==> config.mk <==
export PLATFORM = sky130hd
export DESIGN_NAME = streaming_token_lexer_core_flat
export DESIGN_NICKNAME = d
export VERILOG_FILES = /design/src/rtl/stl_pkg.sv /design/src/rtl/stl_src_if.sv /design/src/rtl/stl_res_if.sv /design/src/rtl/streaming_token_lexer_core.sv /design/src/flat_wrapper.sv
export SDC_FILE = /design/constraint.sdc
export NUM_CORES = 1
export LEC_CHECK = 0
export ABC_CLOCK_PERIOD_IN_PS = 2700
export BUFFER_PORTS_ARGS = -buffer_cell sky130_fd_sc_hd__buf_2
export CAP_MARGIN = 20
export CORE_MARGIN = 2
export CORE_UTILIZATION = 43
export CTS_BUF_LIST = sky130_fd_sc_hd__clkbuf_8
export DETAILED_ROUTE_END_ITERATION = 8
export PLACE_DENSITY = 0.69
export SLEW_MARGIN = 20
export SYNTH_ARGS = -nofsm -noshare
export SYNTH_HDL_FRONTEND = slang
export SYNTH_SLANG_ARGS = --single-unit
==> constraint.sdc <==
create_clock -name clk -period 2.7 [get_ports clk]
set_clock_uncertainty 0.15 [all_clocks]
set_input_delay 0.27 -clock clk [delete_from_list [all_inputs] [get_ports clk]]
set_output_delay 0.27 -clock clk [all_outputs]
set_load 0.05 [all_outputs]
==> src/rtl/stl_pkg.sv <==
// Shared types and constants for the streaming token lexer.
// Used by the channel interfaces and the lexer core; no dependencies.
package stl_pkg;

	localparam int ByteW = 8;
	localparam int KindW = 5;

	typedef logic [ByteW-1:0] byte_t;
	typedef logic [KindW-1:0] kind_t;

	// Token kind codes.
	localparam kind_t K_ILLEGAL  = 5'd0;
	localparam kind_t K_EOF      = 5'd1;
	localparam kind_t K_SPACE    = 5'd2;
	localparam kind_t K_NEWLINE  = 5'd3;
	localparam kind_t K_ASSIGN   = 5'd4;
	localparam kind_t K_EQ       = 5'd5;
	localparam kind_t K_SEMI     = 5'd6;
	localparam kind_t K_LPAREN   = 5'd7;
	localparam kind_t K_RPAREN   = 5'd8;
	localparam kind_t K_COMMA    = 5'd9;
	localparam kind_t K_PLUS     = 5'd10;
	localparam kind_t K_MINUS    = 5'd11;
	localparam kind_t K_BANG     = 5'd12;
	localparam kind_t K_NOTEQ    = 5'd13;
	localparam kind_t K_SLASH    = 5'd14;
	localparam kind_t K_STAR     = 5'd15;
	localparam kind_t K_LT       = 5'd16;
	localparam kind_t K_GT       = 5'd17;
	localparam kind_t K_LBRACE   = 5'd18;
	localparam kind_t K_RBRACE   = 5'd19;
	localparam kind_t K_LBRACKET = 5'd20;
	localparam kind_t K_RBRACKET = 5'd21;
	localparam kind_t K_STRING   = 5'd22;
	localparam kind_t K_IDENT    = 5'd23;
	localparam kind_t K_INT      = 5'd24;

	// Characters with a special role.
	localparam byte_t CH_NUL    = 8'h00;
	localparam byte_t CH_ASSIGN = 8'h3D;
	localparam byte_t CH_BANG   = 8'h21;
	localparam byte_t CH_UNDER  = 8'h5F;
	localparam byte_t CH_SQUOTE = 8'h27;
	localparam byte_t CH_DQUOTE = 8'h22;

	// One result beat.
	typedef struct packed {
		kind_t token_kind;
		byte_t char_value;
		logic  char_valid;
		logic  token_end;
		logic  last_of_input;
	} result_t;

	function automatic logic is_alpha_u(byte_t b);
		return (b >= 8'h61 && b <= 8'h7A) || (b >= 8'h41 && b <= 8'h5A) || b == CH_UNDER;
	endfunction

	function automatic logic is_num(byte_t b);
		return b >= 8'h30 && b <= 8'h39;
	endfunction

	// Kind of a byte that forms a token on its own.
	function automatic kind_t single_kind(byte_t b);
		kind_t k;
		unique case (b)
			8'h20, 8'h09, 8'h0D: k = K_SPACE;
			8'h0A: k = K_NEWLINE;
			8'h3B: k = K_SEMI;
			8'h28: k = K_LPAREN;
			8'h29: k = K_RPAREN;
			8'h2C: k = K_COMMA;
			8'h2B: k = K_PLUS;
			8'h2D: k = K_MINUS;
			8'h2F: k = K_SLASH;
			8'h2A: k = K_STAR;
			8'h3C: k = K_LT;
			8'h3E: k = K_GT;
			8'h7B: k = K_LBRACE;
			8'h7D: k = K_RBRACE;
			8'h5B: k = K_LBRACKET;
			8'h5D: k = K_RBRACKET;
			default: k = K_ILLEGAL;
		endcase
		return k;
	endfunction

	function automatic result_t mk_result(kind_t k, byte_t ch, logic vld, logic fin);
		result_t r;
		r.token_kind    = k;
		r.char_value    = vld ? ch : CH_NUL;
		r.char_valid    = vld;
		r.token_end     = fin;
		r.last_of_input = 1'b0;
		return r;
	endfunction

endpackage

==> src/rtl/stl_src_if.sv <==
// Source byte channel: valid/ready handshake carrying one source byte a beat.
// Depends on stl_pkg.
interface stl_src_if;
	logic          valid;
	logic          ready;
	stl_pkg::byte_t source_byte;

	modport source (output valid, output source_byte, input ready);
	modport sink (input valid, input source_byte, output ready);
endinterface

==> src/rtl/stl_res_if.sv <==
// Result channel: valid/ready handshake carrying one token character a beat.
// Depends on stl_pkg.
interface stl_res_if;
	logic           valid;
	logic           ready;
	stl_pkg::kind_t token_kind;
	stl_pkg::byte_t char_value;
	logic           char_valid;
	logic           token_end;
	logic           last_of_input;

	modport source (output valid, output token_kind, output char_value, output char_valid,
		output token_end, output last_of_input, input ready);
	modport sink (input valid, input token_kind, input char_value, input char_valid,
		input token_end, input last_of_input, output ready);
endinterface

==> src/rtl/streaming_token_lexer_core.sv <==
// Streaming token lexer core: mode register, byte decode and result queue.
// Depends on stl_pkg, stl_src_if and stl_res_if.

// The lexer takes one source byte a cycle while its source side is ready, and
// returns zero, one or two result beats for it. Each accepted byte is decoded
// against the mode register in the same cycle, and its results are written
// into a four-entry result queue that drives the result channel. A byte may
// yield two results (a closed '==' or '!=', a held character or an open
// identifier or integer closed by a byte that itself yields a result, a string
// cut off by end of input); the queue drains one beat a cycle while the
// consumer is ready. The source side is ready while at most two results wait
// in the queue, so a slow consumer stalls the source only once that space is
// taken.
module streaming_token_lexer_core (
	input  logic   clk,
	input  logic   arst_n,
	stl_src_if.sink   src,
	stl_res_if.source res
);

	typedef enum logic [2:0] {
		M_IDLE = 3'd0,
		M_EQ   = 3'd1,
		M_BANG = 3'd2,
		M_ID   = 3'd3,
		M_NUM  = 3'd4,
		M_SQ   = 3'd5,
		M_DQ   = 3'd6
	} mode_t;

	typedef struct packed {
		logic             has;
		stl_pkg::result_t res;
		mode_t            mode;
	} idle_dec_t;

	localparam int Depth = 4;
	localparam int PtrW  = $clog2(Depth);
	localparam int CntW  = $clog2(Depth + 1);

	mode_t                 mode_q;
	mode_t                 mode_d;
	stl_pkg::result_t      queue_q [Depth];
	logic [PtrW-1:0]       wr_ptr_q;
	logic [PtrW-1:0]       rd_ptr_q;
	logic [CntW-1:0]       count_q;
	stl_pkg::result_t      r0;
	stl_pkg::result_t      r1;
	logic [1:0]            push_n;
	logic                  accept;
	logic                  pop;
	stl_pkg::byte_t        b;
	idle_dec_t             idec;

	// Decode of a byte seen between tokens.
	function automatic idle_dec_t idle_step(stl_pkg::byte_t x);
		idle_dec_t d;
		d.has  = 1'b0;
		d.res  = stl_pkg::mk_result(stl_pkg::K_EOF, stl_pkg::CH_NUL, 1'b0, 1'b1);
		d.mode = M_IDLE;
		if (x == stl_pkg::CH_NUL) begin
			d.has = 1'b1;
		end else if (x == stl_pkg::CH_ASSIGN) begin
			d.mode = M_EQ;
		end else if (x == stl_pkg::CH_BANG) begin
			d.mode = M_BANG;
		end else if (x == stl_pkg::CH_SQUOTE) begin
			d.mode = M_SQ;
		end else if (x == stl_pkg::CH_DQUOTE) begin
			d.mode = M_DQ;
		end else if (stl_pkg::is_alpha_u(x)) begin
			d.has  = 1'b1;
			d.mode = M_ID;
			d.res  = stl_pkg::mk_result(stl_pkg::K_IDENT, x, 1'b1, 1'b0);
		end else if (stl_pkg::is_num(x)) begin
			d.has  = 1'b1;
			d.mode = M_NUM;
			d.res  = stl_pkg::mk_result(stl_pkg::K_INT, x, 1'b1, 1'b0);
		end else begin
			d.has = 1'b1;
			d.res = stl_pkg::mk_result(stl_pkg::single_kind(x), x, 1'b1, 1'b1);
		end
		return d;
	endfunction

	assign b      = src.source_byte;
	assign idec   = idle_step(b);
	assign accept = src.valid && src.ready;
	assign pop    = res.valid && res.ready;

	// Results of the byte on the source channel, and the next mode.
	always_comb begin
		r0     = '0;
		r1     = '0;
		push_n = 2'd0;
		mode_d = M_IDLE;
		unique case (mode_q)
			M_EQ, M_BANG: begin
				if (b == stl_pkg::CH_ASSIGN) begin
					r0 = stl_pkg::mk_result((mode_q == M_EQ) ? stl_pkg::K_EQ : stl_pkg::K_NOTEQ,
						(mode_q == M_EQ) ? stl_pkg::CH_ASSIGN : stl_pkg::CH_BANG, 1'b1, 1'b0);
					r1 = stl_pkg::mk_result(r0.token_kind, stl_pkg::CH_ASSIGN, 1'b1, 1'b1);
					push_n = 2'd2;
				end else begin
					r0 = stl_pkg::mk_result((mode_q == M_EQ) ? stl_pkg::K_ASSIGN : stl_pkg::K_BANG,
						(mode_q == M_EQ) ? stl_pkg::CH_ASSIGN : stl_pkg::CH_BANG, 1'b1, 1'b1);
					r1     = idec.res;
					push_n = idec.has ? 2'd2 : 2'd1;
					mode_d = idec.mode;
				end
			end
			M_ID, M_NUM: begin
				if ((mode_q == M_ID) ? stl_pkg::is_alpha_u(b) : stl_pkg::is_num(b)) begin
					r0 = stl_pkg::mk_result((mode_q == M_ID) ? stl_pkg::K_IDENT : stl_pkg::K_INT,
						b, 1'b1, 1'b0);
					push_n = 2'd1;
					mode_d = mode_q;
				end else begin
					r0 = stl_pkg::mk_result((mode_q == M_ID) ? stl_pkg::K_IDENT : stl_pkg::K_INT,
						stl_pkg::CH_NUL, 1'b0, 1'b1);
					r1     = idec.res;
					push_n = idec.has ? 2'd2 : 2'd1;
					mode_d = idec.mode;
				end
			end
			M_SQ, M_DQ: begin
				if (b == ((mode_q == M_SQ) ? stl_pkg::CH_SQUOTE : stl_pkg::CH_DQUOTE)) begin
					r0 = stl_pkg::mk_result(stl_pkg::K_STRING, stl_pkg::CH_NUL, 1'b0, 1'b1);
					push_n = 2'd1;
				end else if (b == stl_pkg::CH_NUL) begin
					// A string cut off by end of input is closed before the eof token.
					r0 = stl_pkg::mk_result(stl_pkg::K_STRING, stl_pkg::CH_NUL, 1'b0, 1'b1);
					r1 = stl_pkg::mk_result(stl_pkg::K_EOF, stl_pkg::CH_NUL, 1'b0, 1'b1);
					push_n = 2'd2;
				end else begin
					r0 = stl_pkg::mk_result(stl_pkg::K_STRING, b, 1'b1, 1'b0);
					push_n = 2'd1;
					mode_d = mode_q;
				end
			end
			default: begin
				r0     = idec.res;
				push_n = idec.has ? 2'd1 : 2'd0;
				mode_d = idec.mode;
			end
		endcase
		// Mark the final result of this byte.
		if (push_n == 2'd1) begin
			r0.last_of_input = 1'b1;
		end
		if (push_n == 2'd2) begin
			r1.last_of_input = 1'b1;
		end
	end

	// Mode register and queue control.
	always_ff @(posedge clk or negedge arst_n) begin
		if (!arst_n) begin
			mode_q   <= M_IDLE;
			wr_ptr_q <= '0;
			rd_ptr_q <= '0;
			count_q  <= '0;
		end else begin
			if (accept) begin
				mode_q   <= mode_d;
				wr_ptr_q <= wr_ptr_q + PtrW'(push_n);
			end
			if (pop) begin
				rd_ptr_q <= rd_ptr_q + PtrW'(1);
			end
			count_q <= count_q + (accept ? CntW'(push_n) : CntW'(0)) - CntW'(pop);
		end
	end

	// Result queue storage.
	always_ff @(posedge clk) begin
		if (accept && push_n != 2'd0) begin
			queue_q[wr_ptr_q] <= r0;
		end
		if (accept && push_n == 2'd2) begin
			queue_q[wr_ptr_q + PtrW'(1)] <= r1;
		end
	end

	assign src.ready         = count_q <= CntW'(Depth - 2);
	assign res.valid         = count_q != '0;
	assign res.token_kind    = queue_q[rd_ptr_q].token_kind;
	assign res.char_value    = queue_q[rd_ptr_q].char_value;
	assign res.char_valid    = queue_q[rd_ptr_q].char_valid;
	assign res.token_end     = queue_q[rd_ptr_q].token_end;
	assign res.last_of_input = queue_q[rd_ptr_q].last_of_input;

	// The queue never holds more than its depth.
	a_count_bound: assert property (@(posedge clk) disable iff (!arst_n)
		count_q <= CntW'(Depth))
		else $error("result queue overflow");

	// A byte is only taken while two free entries remain.
	a_room_on_accept: assert property (@(posedge clk) disable iff (!arst_n)
		accept |-> count_q <= CntW'(Depth - 2))
		else $error("byte accepted without room for its results");

	// End of input always returns the lexer to the idle mode.
	a_eof_idle: assert property (@(posedge clk) disable iff (!arst_n)
		accept && b == stl_pkg::CH_NUL |=> mode_q == M_IDLE)
		else $error("mode not idle after end of input");

	// Of two results, only the second carries the last-of-input mark.
	a_last_mark: assert property (@(posedge clk) disable iff (!arst_n)
		accept && push_n == 2'd2 |-> !r0.last_of_input && r1.last_of_input)
		else $error("last-of-input mark misplaced");

endmodule
==> src/flat_wrapper.sv <==
// flat-port wrapper written by rule: the top's interface ports become plain ports
module streaming_token_lexer_core_flat 
  (clk, arst_n, src_valid, src_source_byte, src_ready, res_valid, res_token_kind, res_char_value, res_char_valid, res_token_end, res_last_of_input, res_ready);
  stl_src_if src_i ();
  stl_res_if res_i ();
  input  logic clk;
  input  logic arst_n;
  input wire logic [$bits(src_i.valid)-1:0] src_valid;
  input wire logic [$bits(src_i.source_byte)-1:0] src_source_byte;
  output wire logic [$bits(src_i.ready)-1:0] src_ready;
  output wire logic [$bits(res_i.valid)-1:0] res_valid;
  output wire logic [$bits(res_i.token_kind)-1:0] res_token_kind;
  output wire logic [$bits(res_i.char_value)-1:0] res_char_value;
  output wire logic [$bits(res_i.char_valid)-1:0] res_char_valid;
  output wire logic [$bits(res_i.token_end)-1:0] res_token_end;
  output wire logic [$bits(res_i.last_of_input)-1:0] res_last_of_input;
  input wire logic [$bits(res_i.ready)-1:0] res_ready;
  assign src_i.valid = src_valid;
  assign src_i.source_byte = src_source_byte;
  assign src_ready = src_i.ready;
  assign res_valid = res_i.valid;
  assign res_token_kind = res_i.token_kind;
  assign res_char_value = res_i.char_value;
  assign res_char_valid = res_i.char_valid;
  assign res_token_end = res_i.token_end;
  assign res_last_of_input = res_i.last_of_input;
  assign res_i.ready = res_ready;
  streaming_token_lexer_core u_core (.clk(clk), .arst_n(arst_n), .src(src_i), .res(res_i));
endmodule
== Word-level counts from Yosys, hierarchy flattened ==
Memories as Yosys holds them, arrays and structs flattened.
Cells that the tools add are included.

* Flip-flop bits (word level): 10
* Bits in writable memories: 64
* Output and inout port bits: 18
* Memories: 1

* $add $sub $neg: 5
* $lt $le $gt $ge: 7
* Equality and inequality tests: 34
* Mux-type cells: 49
* Reductions and logical operators: 17

{| class="wikitable"
|+ Memory list
! memory !! depth !! bits a word !! read ports !! clocked after memory_dff !! wr ports !! RTL line !! text
|-
| u_core.queue_q || 4 || 16 || 1 || 0 || 2 || streaming_token_lexer_core.sv:43 || <nowiki>stl_pkg::result_t queue_q [Depth];</nowiki>
|}

{| class="wikitable"
|+ Operator list
! cell !! count
|-
| 8-bit by 6-bit equality test with 1-bit output (second input constant) || 15
|-
| 16-bit two-way mux || 6
|-
| 16-bit one-hot mux with 3 select lines || 2
|-
| 5-bit one-hot mux with 16 select lines || 1
|-
| 17-bit two-way mux || 4
|-
| 8-bit by 7-bit equality test with 1-bit output (second input constant) || 5
|-
| 3-bit two-way mux || 10
|-
| 8-bit by 4-bit equality test with 1-bit output (second input constant) || 3
|-
| 11-bit two-way mux || 2
|-
| 20-bit two-way mux || 1
|-
| 19-bit two-way mux || 1
|-
| 8-bit by 7-bit greater-or-equal comparator with 1-bit output (second input constant) || 2
|-
| 8-bit by 7-bit <= comparator with 1-bit output (second input constant) || 2
|-
| 12-bit two-way mux || 1
|-
| 2-bit two-way mux || 6
|-
| 4-bit two-way mux || 3
|-
| 3-bit equality test (second input constant) || 3
|-
| 1-bit two-way mux || 9
|-
| 3-bit one-hot mux with 3 select lines || 1
|-
| 8-bit equality test || 1
|-
| 8-bit by 6-bit greater-or-equal comparator with 1-bit output (second input constant) || 1
|-
| 8-bit by 6-bit <= comparator with 1-bit output (second input constant) || 1
|-
| 8-bit zero test || 1
|-
| 1-bit logical AND || 7
|-
| other kinds (19) || 24
|}

== Longest topological paths before layout ==
Gate-level depths: netlist (run 1).

* Word-level depth: 17
* Gate-level depth with buffers: 13
* Depth with buffers taken out: 11

== Worst setup path before layout (run 1) ==
No wires, ideal clock.

* Kind: reg2reg
* Start point: reg u_core.count_q[1]
* End point: reg u_core.count_q[2]
* Library setup time: 0.123 ns
* Arrival: 2.923 ns
* Slack: -0.495 ns
* Cell stages (with the launch flop): 10
* Path buffers: 0
* Path through: dfrtp_1 -> a21oi_1 -> nand2_1 -> nor3_4 -> inv_1 -> ha_1 -> inv_1 -> fa_1 -> xnor2_1 -> xnor2_1

* Word-level cells in the longest chain between the ends: 5
* Elaborated cells on any way between the ends: 7
* Those cells by class: add/sub (2); order compare (1); mux (1); reduce/logical (3)

{| class="wikitable"
|+ RTL lines
! element !! RTL line !! text
|-
| start, declared || streaming_token_lexer_core.sv:46 || <nowiki>logic [CntW-1:0] count_q;</nowiki>
|-
| start signal, assigned || streaming_token_lexer_core.sv:171 || <nowiki>count_q <= count_q + (accept ? CntW'(push_n) : CntW'(0)) - CntW'(pop);</nowiki>
|-
| 3-bit by 2-bit <= comparator with 1-bit output || streaming_token_lexer_core.sv:185 || <nowiki>assign src.ready = count_q <= CntW'(Depth - 2);</nowiki>
|-
| named net src_ready || flat_wrapper.sv:10 || <nowiki>output wire logic [$bits(src_i.ready)-1:0] src_ready;</nowiki>
|-
| 1-bit logical AND || streaming_token_lexer_core.sv:88 || <nowiki>assign accept = src.valid && src.ready;</nowiki>
|-
| 2-bit two-way mux || streaming_token_lexer_core.sv:171 ||
|-
| 3-bit adder || streaming_token_lexer_core.sv:171 ||
|-
| 3-bit by 1-bit subtractor with 3-bit output || streaming_token_lexer_core.sv:171 ||
|}

The timed path passes the listed nets, and every way through them passes these cells.
A chain may end at the register's enable or synchronous reset.

== Worst setup path after layout (run 1) ==
* Start point: reg u_core.mode_q[1]
* End point: reg u_core.count_q[2]

* Word-level cells in the longest chain between the ends: 8
* Elaborated cells on any way between the ends: 18
* Those cells by class: add/sub (2); eq/ne (7); mux (6); reduce/logical (3)

{| class="wikitable"
|+ RTL lines
! element !! RTL line !! text
|-
| start, declared || streaming_token_lexer_core.sv:41 || <nowiki>mode_t mode_q;</nowiki>
|-
| start signal, assigned || streaming_token_lexer_core.sv:165 || <nowiki>mode_q <= mode_d;</nowiki>
|-
| 3-bit equality test || streaming_token_lexer_core.sv:97, streaming_token_lexer_core.sv:127 ||
|-
| 3-bit two-way mux || streaming_token_lexer_core.sv:127 || <nowiki>if (b == ((mode_q == M_SQ) ? stl_pkg::CH_SQUOTE : stl_pkg::CH_DQUOTE)) begin</nowiki>
|-
| 8-bit equality test || streaming_token_lexer_core.sv:127 ||
|-
| 2-bit two-way mux || streaming_token_lexer_core.sv:127 ||
|-
| 2-bit one-hot mux with 3 select lines (*) || streaming_token_lexer_core.sv:97 || <nowiki>unique case (mode_q)</nowiki>
|-
| 2-bit two-way mux (*) || streaming_token_lexer_core.sv:171 ||
|-
| 3-bit adder (*) || streaming_token_lexer_core.sv:171 ||
|-
| 3-bit by 1-bit subtractor with 3-bit output (*) || streaming_token_lexer_core.sv:171 ||
|}

Every way passes the cells marked *; elsewhere a longest branch is shown, timed or not.

==> flow_summary.yaml, run 1 <==
clock_network:
  cts_sinks: 74
  clock_tree.htree_level_count: 3
  tritoncts: "done"
  cts-root-buf: "clkbuf_8"
  cts_made_buffers: 9
  cts.reportedPaths.clkPinSlew_ps: 80
  insertion_delay_ps: 350
  cts_max_path_buffers: 2
worst_setup_path:
  worstPathCellList: "buf_6 -> or2_1 -> nand2_1 -> a21oi_1 -> a21oi_2 -> or2_2 -> nand2_1 -> nor2_1 -> ha_1 -> fa_1 -> xnor2_2 -> xnor2_1"
  critical_path.slowest_cell: "dfrtp_1"
  cp_top_family: "simple AND/OR/NAND/NOR gates"
  arrival_ps: 2670
  timing.critical_path.fanout_max: 5
  setup.worst_path.start_class: "register"
  critical_path_required_ps: 2790
  timing.setup.critical_path_class: "register to register"
  reg2reg_setup_slack_ps: 130
  worst_setup_path_end_kind: "register"
  worstPathBufferInverterCount: 1
  worst_path_largest_cell_delay_ps: 430
  timing.critical_path.mode_cell: "nand2_1"
synthesis:
  synth_most_common_cell: "edfxtp_1"
  synth_nets: 469
  synth.cell_area_um2: 4910
  synth_area_leader_cell: "edfxtp_1"
  synth_area_leaders: "edfxtp_1 39%, mux2i_1 9.2%, mux4_2 7.3%, dfrtp_1 5.1%, nand2_1 3.1%"
  synth-warning-count: 0
  synthTopCellsByCount: "64 x edfxtp_1, 45 x mux2i_1, 41 x nand2_1"
  synth-async-reset-ratio: 0.135
  synth.yosys.seq_area_share: 0.443
  ys_seq_elements: 74
  synth.lib_cells_used.distinct: 78
  yosysTopAreaCellShare: 0.392
  synthesized_area_per_cell_um2: 10.9
  yosys_most_used_dff: "edfxtp_1"
  synth-edff-count: 64
  postSynthCellCount: 452
timing:
  tightestPinTransition_ps: 643
  report.final.slew_viol_count: 0
  timing.slew.headroom: 0.567
  final.period_utilization: 0.953
  fmax_mhz: 389
  final_count_of_negative_setup_slack_endpoints: 0
  timing.final.hold_violations: 0
  final.hold.worst_slack_ps: 150
  tns_ps: 0
  rsz_0062_raised_after_global_routing: "true"
  period_needed_ps: 2570
  finalWorstSetupSlack_ps: 126
detailed_routing:
  max_layer_used: "met4"
  met2WireLength_mm: 6.22
  via_count: 4054
  routed_via_density: 5.86
  wirelength_mm: 12.8
  wire_per_inst_um: 18.4
  drtIter0Drc: 347
  dr.pass1.iters: 5
  route.met3.wl_um: 650
  ant_nets: 0
  m1WireLength_mm: 5.53
  route.detailed.drc: 0
min_path:
  timing.hold.worst.class: "input pin to asynchronous set/reset pin"
place:
  detailedPlacementHpwl_mm: 9.51
  placed_area_um2: 5820
  io_buffers: 29
  gp_congestion: 0.903
  dpl_worst_slack_ps: -204
floorplanning:
  core_rows: 39
  die_area_um2: 12300
  die_w_um: 111
  boundaryPins: 30
  design.core.area_um2: 11300
  die_h_um: 111
  initial_utilization: 0.435
cells_and_area:
  layout_filler_cell_count: 992
  multi_input_comb_area_um2: 2540
  areaGrowthSynthToFinish_pct: 24.4
  diodes: 0
  final_layout_size_suffix_gt1_frac: 0.328
  area_taken_by_flip_flops_and_latches_um2: 2170
  final_nets: 561
  final_cell_area_um2: 6100
grt:
  globalRouteTotalUtil: 0.214
  number_of_antenna_violations_at_the_first_check_in_global_routing: 0
  grt_first_pass_wirelength_mm: 20.8
  pin_count_of_the_biggest_net_entering_global_routing: 19
  overflow: 0
  vias_in_the_first_global_route: 4045
power_and_ir_drop:
  vdd_drop_max_mv: 0.628
  power_leakage_nw: 2.59
  power_dens_cells_nw_per_um2: 1070
run_status:
  status: "completed"
flow_run:
  drv_cap: 0
## cells in the final DEF (no fill, tap or decap), drive strengths merged, types with 4 or more instances in the layout
| cell type | count |
|---|---|
| nor2b | 6 |
| mux2 | 5 |
| nor4 | 4 |
| nor2 | 33 |
| ha | 4 |
| mux4 | 16 |
| edfxtp | 64 |
| buf | 120 |
| a211o | 4 |
| nand2 | 42 |
| dfrtp | 10 |
| nand3 | 17 |
| a21boi | 9 |
| inv | 11 |
| nor3b | 4 |
| xnor2 | 6 |
| a21oi | 24 |
| o211ai | 4 |
| nand3b | 5 |
| and2 | 5 |
| clkbuf | 9 |
| nor3 | 7 |
| o21ai | 22 |
| a31oi | 8 |
| mux2i | 45 |
## area by class of cell
type                            count  area share
Sequential cell                    74       0.356
Inverter                           11     0.00676
Tap cell                          143      0.0293
Clock inverter                      7      0.0115
Multi-Input combinational cell    327       0.417
Timing Repair Buffer              121       0.160
Clock buffer                        9      0.0203
## sequential cells by signal (all words and copies together) (netlist names)
register and cells:
u_core.mode_q 3, u_core.wr_ptr_q 2, u_core.count_q 3, u_core.queue_q 64
u_core.rd_ptr_q 2
## repair_timing
item	in CTS	in global routing
buffers inserted	0	6
endpoints found under the hold margin	10	0
setup endpoints to repair	1	6
gates resized for setup	1	7
gates cloned	0	0
hold buffers	1	0
pin swaps	0	3
## cells by family (layout without fill, tap and decap cells)
family | Yosys count | count (layout) | synth area share
buf+inv | 51 | 148 | 0.0500
simple gates | 144 | 144 | 0.159
compound gates | 104 | 104 | 0.143
mux | 66 | 66 | 0.177
xor+xnor | 7 | 7 | 0.0125
flops | 74 | 74 | 0.443
fa+ha+maj | 6 | 6 | 0.0163
## power breakdown
part / switching [mW] / leakage (nW) / internal, mW
Combinational: 2.31 / 1.80 / 1.53
Clock: 0.416 / 0.0889 / 0.422
Sequential: 0.138 / 0.703 / 1.73
## through the flow
stage | total power [mW] | util | instances
2_1_floorplan | 4.47 | - | 452
3_3_place_gp | 5.54 | 0.517 | 669
3_5_place_dp | 5.63 | 0.517 | 669
4_1_cts | 6.48 | 0.535 | 686
5_1_grt | 6.96 | 0.542 | 692
6_report | 6.55 | 0.542 | 692
## layer usage
| metal | track usage | up-vias |
|---|---|---|
| li1 | - | 1903 |
| met1 | 0.281 | 1963 |
| met2 | 0.354 | 152 |
| met3 | 0.0377 | 36 |
| met4 | 0.0875 | 0 |
| met5 | 0 | - |
## path summary, 6_finish.rpt
path / cells past startpoint / start / to
setup / recovery: 12 / u_core.mode_q[1] / u_core.count_q[2]
hold / removal: 2 / arst_n / u_core.count_q[2]
setup reg to reg: 12 / u_core.mode_q[1] / u_core.count_q[2]
hold reg to reg: 1 / u_core.rd_ptr_q[1] / u_core.rd_ptr_q[1]
max in group asynchronous: 2 / arst_n / u_core.rd_ptr_q[0]
min in group clk: 3 / res_ready / u_core.rd_ptr_q[0]
Power figures use the tool's default switching activity.
==> run 2: changes to the inputs <==
--- a/config.mk
+++ b/config.mk
@@ -8,11 +8,11 @@
 export ABC_CLOCK_PERIOD_IN_PS = 2700
 export BUFFER_PORTS_ARGS = -buffer_cell sky130_fd_sc_hd__buf_2
 export CAP_MARGIN = 20
-export CORE_MARGIN = 2
-export CORE_UTILIZATION = 43
+export CORE_MARGIN = 4
+export CORE_UTILIZATION = 45
 export CTS_BUF_LIST = sky130_fd_sc_hd__clkbuf_8
 export DETAILED_ROUTE_END_ITERATION = 8
-export PLACE_DENSITY = 0.69
+export PLACE_DENSITY = 0.71
 export SLEW_MARGIN = 20
 export SYNTH_ARGS = -nofsm -noshare
 export SYNTH_HDL_FRONTEND = slang
==> run 2 against run 1 <==
  * First-iteration DRC count increased by 16%
  * Utilization increased by 4.2 points
  * Clock-buffer cell count unchanged
  * Flip-flop and latch count unchanged
  * Largest power group unchanged
  * Critical path depth decreased by 2
  * Global-route usage decreased by 0.41 points
  * Maximum frequency decreased by 0.30%
  * Clock power increased by 28%
  * Via count decreased by 0.86%
  * Register-to-register slack about the same
  * Worst setup slack got worse by 7.8 ps
  * Non-clock buffer count decreased by 3
==> flow_summary.yaml, run 2 (synthesized netlist as in run 1, its figures left out) <==
cells_and_area:
  final_layout_size_suffix_gt1_frac: 0.328
  layout_filler_cell_count: 900
  reg.largest.list: "u_core.queue_q x64, u_core.count_q x3, u_core.mode_q x3"
  final_common_cell: "buf_4"
  largest_register: "u_core.queue_q"
  final_cell_area_um2: 6110
  final_nets: 558
  areaGrowthSynthToFinish_pct: 24.5
  diodes: 0
  number_of_flip_flops_in_the_largest_register: 64
  commonest_cells_after_routing_fill_and_taps_aside: "77 x buf_4, 64 x edfxtp_1, 45 x mux2i_1, 41 x nand2_1, 32 x nor2_1"
place:
  detailedPlacementHpwl_mm: 9.64
  placed_area_um2: 5730
  gp_congestion: 0.935
  dpl_worst_slack_ps: -228
  io_buffers: 29
flow_run:
  drv_cap: 0
worst_setup_path:
  timing.critical_path.fanout_max: 13
  setup.worst_path.start_class: "input pin"
  r2r_start: "u_core.mode_q[2]"
  worstPathCellList: "buf_2 -> buf_4 -> buf_4 -> and4b_1 -> o31a_1 -> o21a_1 -> a21oi_1 -> a32oi_1 -> a21oi_1 -> mux2i_1"
  arrival_ps: 2520
  critical_path.slowest_cell: "a21oi_1"
  worst_path_largest_cell_delay_ps: 370
  worst_setup_path_end_kind: "register"
  timing.setup.critical_path_class: "input pin to register"
  worstPathBufferInverterCount: 3
  setup.worst_path.start: "src_source_byte[2]"
  critical_path_required_ps: 2640
  cp_top_family: "compound AO/OA/AOI/OAI gates"
grt:
  grt_first_pass_wirelength_mm: 21.0
  overflow: 0
  globalRouteTotalUtil: 0.210
  pin_count_of_the_biggest_net_entering_global_routing: 19
  vias_in_the_first_global_route: 3962
  number_of_antenna_violations_at_the_first_check_in_global_routing: 0
clock_network:
  cts_sinks: 74
  clock_tree.htree_level_count: 3
  insertion_delay_ps: 350
  tritoncts: "done"
  cts.reportedPaths.clkPinSlew_ps: 90
  cts_max_path_buffers: 2
  cts-root-buf: "clkbuf_8"
  cts_made_buffers: 9
timing:
  fmax_mhz: 387
  final_count_of_negative_setup_slack_endpoints: 0
  timing.slew.headroom: 0.656
  tns_ps: 0
  final.hold.worst_slack_ps: 136
  period_needed_ps: 2580
  report.final.slew_viol_count: 0
  finalWorstSetupSlack_ps: 118
  final.period_utilization: 0.956
  tightestPinTransition_ps: 513
  timing.final.hold_violations: 0
floorplanning:
  die_w_um: 112
  initial_utilization: 0.469
  die_h_um: 112
  design.core.area_um2: 10500
  boundaryPins: 30
  core_rows: 37
  die_area_um2: 12600
detailed_routing:
  ant_nets: 0
  wire_per_inst_um: 19.1
  route.detailed.drc: 0
  via_count: 4019
  routed_via_density: 5.89
  wirelength_mm: 13.0
  drtIter0Drc: 401
  dr.pass1.iters: 5
min_path:
  timing.hold.worst.class: "input pin to register"
  critical_hold_path_startpoint: "res_ready"
power_and_ir_drop:
  vdd_drop_max_mv: 0.640
  power_dens_cells_nw_per_um2: 1100
  power_leakage_nw: 2.59
run_status:
  status: "completed"
## run 2: power breakdown
| group | leakage (nW) | switching, mW | internal [mW] |
|---|---|---|---|
| clock | 0.120 | 0.444 | 0.622 |
| sequential | 0.701 | 0.147 | 1.72 |
| combinational | 1.77 | 2.29 | 1.52 |
## run 2: worst paths after layout
kind / slack (ps) / cells after the start / end
max in group asynchronous: 2040 / 2 / u_core.mode_q[1]
setup reg to reg: 130 / 11 / u_core.queue_q[1][14]
setup / recovery: 120 / 10 / u_core.queue_q[1][11]
min in group asynchronous: 150 / 2 / u_core.count_q[1]
hold / removal: 140 / 3 / u_core.rd_ptr_q[0]
hold reg to reg: 340 / 1 / u_core.rd_ptr_q[1]
## run 2: routing by layer
metal  GRT usage  part of all wire  vias to the layer above
met4      0.0689             0.025                        0
met1       0.279              0.43                     1960
li1            -                 -                     1895
met3      0.0270             0.048                       26
met2       0.358              0.49                      138
met5           0                 0                        -
## run 2: worst reg2reg max path: stages (launching register included)
cell     delay, ps
dfrtp_1        410
buf_6          200
inv_1           90
buf_4          180
nand2_1        170
nand2_1        130
nand2_1        120
buf_4          130
nand2_1         50
a21oi_1        230
nor2b_2        220
buf_12         170
## run 2: final cells by class
cell class	instances	area [µm²]	area share
clock inverters	7	124	0.0203
well taps	136	170	0.0279
flip-flops and latches	74	2170	0.356
inverters	11	41.3	0.00676
clock buffers	9	124	0.0203
repair buffers	118	927	0.152
multi-input cells	327	2550	0.417
## run 2: metrics by stage
step / total power, mW / utilization / std cells
2_1_floorplan: 4.47 / - / 452
3_3_place_gp: 5.42 / 0.548 / 656
3_5_place_dp: 5.53 / 0.548 / 656
4_1_cts: 6.60 / 0.573 / 673
5_1_grt: 7.15 / 0.584 / 682
6_report: 6.74 / 0.584 / 682
## run 2: repair_timing
item	in CTS	in global routing
resized for setup	1	8
endpoints found under the setup margin	1	31
setup buffers	0	9
hold buffers	1	0
cloned	0	0
endpoints found under the hold margin	10	0
pin swaps	0	2
==> run 3: changes to the inputs <==
--- a/config.mk
+++ b/config.mk
@@ -5,14 +5,15 @@
 export SDC_FILE = /design/constraint.sdc
 export NUM_CORES = 1
 export LEC_CHECK = 0
-export ABC_CLOCK_PERIOD_IN_PS = 2700
+export ABC_CLOCK_PERIOD_IN_PS = 3300
 export BUFFER_PORTS_ARGS = -buffer_cell sky130_fd_sc_hd__buf_2
 export CAP_MARGIN = 20
 export CORE_MARGIN = 4
 export CORE_UTILIZATION = 45
 export CTS_BUF_LIST = sky130_fd_sc_hd__clkbuf_8
 export DETAILED_ROUTE_END_ITERATION = 8
-export PLACE_DENSITY = 0.71
+export PLACE_DENSITY = 0.69
+export SKIP_LAST_GASP = 1
 export SLEW_MARGIN = 20
 export SYNTH_ARGS = -nofsm -noshare
 export SYNTH_HDL_FRONTEND = slang
==> constraint.sdc (replaced) <==
create_clock -name clk -period 3.3 [get_ports clk]
set_clock_uncertainty 0.15 [all_clocks]
set_input_delay 0.33 -clock clk [delete_from_list [all_inputs] [get_ports clk]]
set_output_delay 0.33 -clock clk [all_outputs]
set_load 0.05 [all_outputs]
==> run 3 against run 2 <==
  * Via count is 4.0% lower
  * Register-to-register slack improved by 250 ps
  * Global-route usage down 0.76 points
  * Critical endpoint is now u_core.count_q[2]
  * Cell count is 7.2% lower
  * Non-clock buffer count is 48 lower
  * Largest cell class unchanged
  * Die area unchanged
  * Wire length decreased by 5.7%
  * Utilization is 5.5 points lower
==> flow_summary.yaml, run 3 (synthesized netlist as in run 1, its figures left out) <==
run_status:
  status: "completed"
floorplanning:
  boundaryPins: 30
  die_h_um: 112
  die_area_um2: 12600
  design.core.area_um2: 10500
  die_w_um: 112
  initial_utilization: 0.469
  core_rows: 37
clock_network:
  insertion_delay_ps: 340
  cts_made_buffers: 9
  cts_max_path_buffers: 2
  cts_post_setup_buffers_inserted: 0
  tritoncts: "done"
  clock_tree.htree_level_count: 3
  cts_repair_resize_count: 0
  cts_sinks: 74
  cts-root-buf: "clkbuf_8"
  cts.reportedPaths.clkPinSlew_ps: 70
place:
  gp_congestion: 1.01
  placed_area_um2: 5320
  dpl.cell_count: 617
  io_buffers: 29
  dpl_worst_slack_ps: 157
  detailedPlacementHpwl_mm: 9.10
timing:
  timing.slew.headroom: 0.396
  final.hold.worst_slack_ps: 208
  final_count_of_negative_setup_slack_endpoints: 0
  tns_ps: 0
  final.period_utilization: 0.884
  timing.final.hold_violations: 0
  period_needed_ps: 2920
  fmax_mhz: 343
  rsz_0062_raised_after_global_routing: "false"
  tightestPinTransition_ps: 906
  finalWorstSetupSlack_ps: 382
  report.final.slew_viol_count: 0
cells_and_area:
  number_of_flip_flops_in_the_largest_register: 64
  final_cell_area_um2: 5540
  layout_filler_cell_count: 974
  reg.largest.list: "u_core.queue_q x64, u_core.count_q x3, u_core.mode_q x3"
  final_common_cell: "edfxtp_1"
  post_route_core_utilization: 0.529
  stdcell_count: 633
  diodes: 0
  final_layout_size_suffix_gt1_frac: 0.235
  multi_input_comb_area_um2: 2490
  area_taken_by_flip_flops_and_latches_um2: 2170
  commonest_cells_after_routing_fill_and_taps_aside: "64 x edfxtp_1, 45 x mux2i_1, 41 x nand2_1, 40 x buf_4, 32 x nor2_1"
  largest_register: "u_core.queue_q"
  areaGrowthSynthToFinish_pct: 12.8
  final_nets: 510
grt:
  pin_count_of_the_biggest_net_entering_global_routing: 27
  number_of_antenna_violations_at_the_first_check_in_global_routing: 0
  vias_in_the_first_global_route: 3712
  overflow: 0
  grt_first_pass_wirelength_mm: 20.1
  globalRouteTotalUtil: 0.203
power_and_ir_drop:
  power_dens_cells_nw_per_um2: 918
  vdd_drop_max_mv: 0.381
  p_switching_mw: 2.25
  cellInternalPower_mw: 2.83
  report.power.total_mw: 5.08
  power_leakage_nw: 2.30
  p_seq_frac: 0.309
  p_comb_frac: 0.546
  switching_share: 0.443
  power.clock.fraction: 0.145
detailed_routing:
  wirelength_mm: 12.3
  routed_via_density: 6.09
  ant_nets: 0
  drtIter0Drc: 439
  route.detailed.drc: 0
  via_count: 3858
  wire_per_inst_um: 19.4
  dr.pass1.iters: 6
worst_setup_path:
  timing.critical_path.fanout_max: 8
  worstPathCellList: "nor2b_1 -> nor2_1 -> a211oi_1 -> a21oi_1 -> nor3_4 -> inv_1 -> ha_1 -> inv_1 -> fa_1 -> xnor2_1 -> xnor2_1"
  worst_path_largest_cell_delay_ps: 510
  worstPathBufferInverterCount: 2
  setup.worst_path.start_class: "register"
  worst_setup_path_end_kind: "register"
  arrival_ps: 3040
  cp_top_family: "adder cells"
  critical_path.slowest_cell: "dfrtp_1"
  timing.setup.critical_path_class: "register to register"
  critical_path_required_ps: 3420
flow_run:
  drv_cap: 0
min_path:
  timing.hold.worst.class: "input pin to asynchronous set/reset pin"
run 3: path summary, 6_finish.rpt:
kind / cells past startpoint / from / endpoint / slack, ps
hold reg to reg: 1 / u_core.count_q[2] / u_core.count_q[2] / 350
setup reg to reg: 11 / u_core.mode_q[1] / u_core.count_q[2] / 380
setup / recovery: 11 / u_core.mode_q[1] / u_core.count_q[2] / 380
min in group clk: 3 / res_ready / u_core.rd_ptr_q[0] / 210
hold / removal: 2 / arst_n / u_core.count_q[2] / 210
max in group asynchronous: 2 / arst_n / u_core.rd_ptr_q[0] / 2590
run 3: area by class of cell:
type	count	share of cell area
inverter	11	0.00746
sequential	74	0.392
clock inverter	6	0.0151
clock buffer	9	0.0224
timing repair buffer	70	0.0823
multi-input combinational	327	0.450
tap	136	0.0307
run 3: power by group through the flow:
| stage | sequential [mW] | combinational (mW) | clock, mW |
|---|---|---|---|
| floorplan | 1.48 | 2.15 | 0 |
| global placement | 1.58 | 2.71 | 0 |
| detailed placement | 1.60 | 2.77 | 0 |
| CTS | 1.58 | 2.78 | 0.752 |
| global route | 1.60 | 3.02 | 0.794 |
| finish | 1.57 | 2.77 | 0.737 |
run 3: layer usage:
metal | wire length, µm | global-route usage | vias up | part of all wire
li1 | - | - | 1801 | -
met1 | 5340 | 0.280 | 1847 | 0.44
met2 | 5790 | 0.333 | 184 | 0.47
met3 | 859 | 0.0313 | 26 | 0.070
met4 | 262 | 0.0593 | 0 | 0.021
met5 | 0 | 0 | - | 0
run 3: what timing repair did:
item,CTS,global route
hold buffers,1,0
hold endpoints to repair,10,0
setup endpoints to repair,0,0
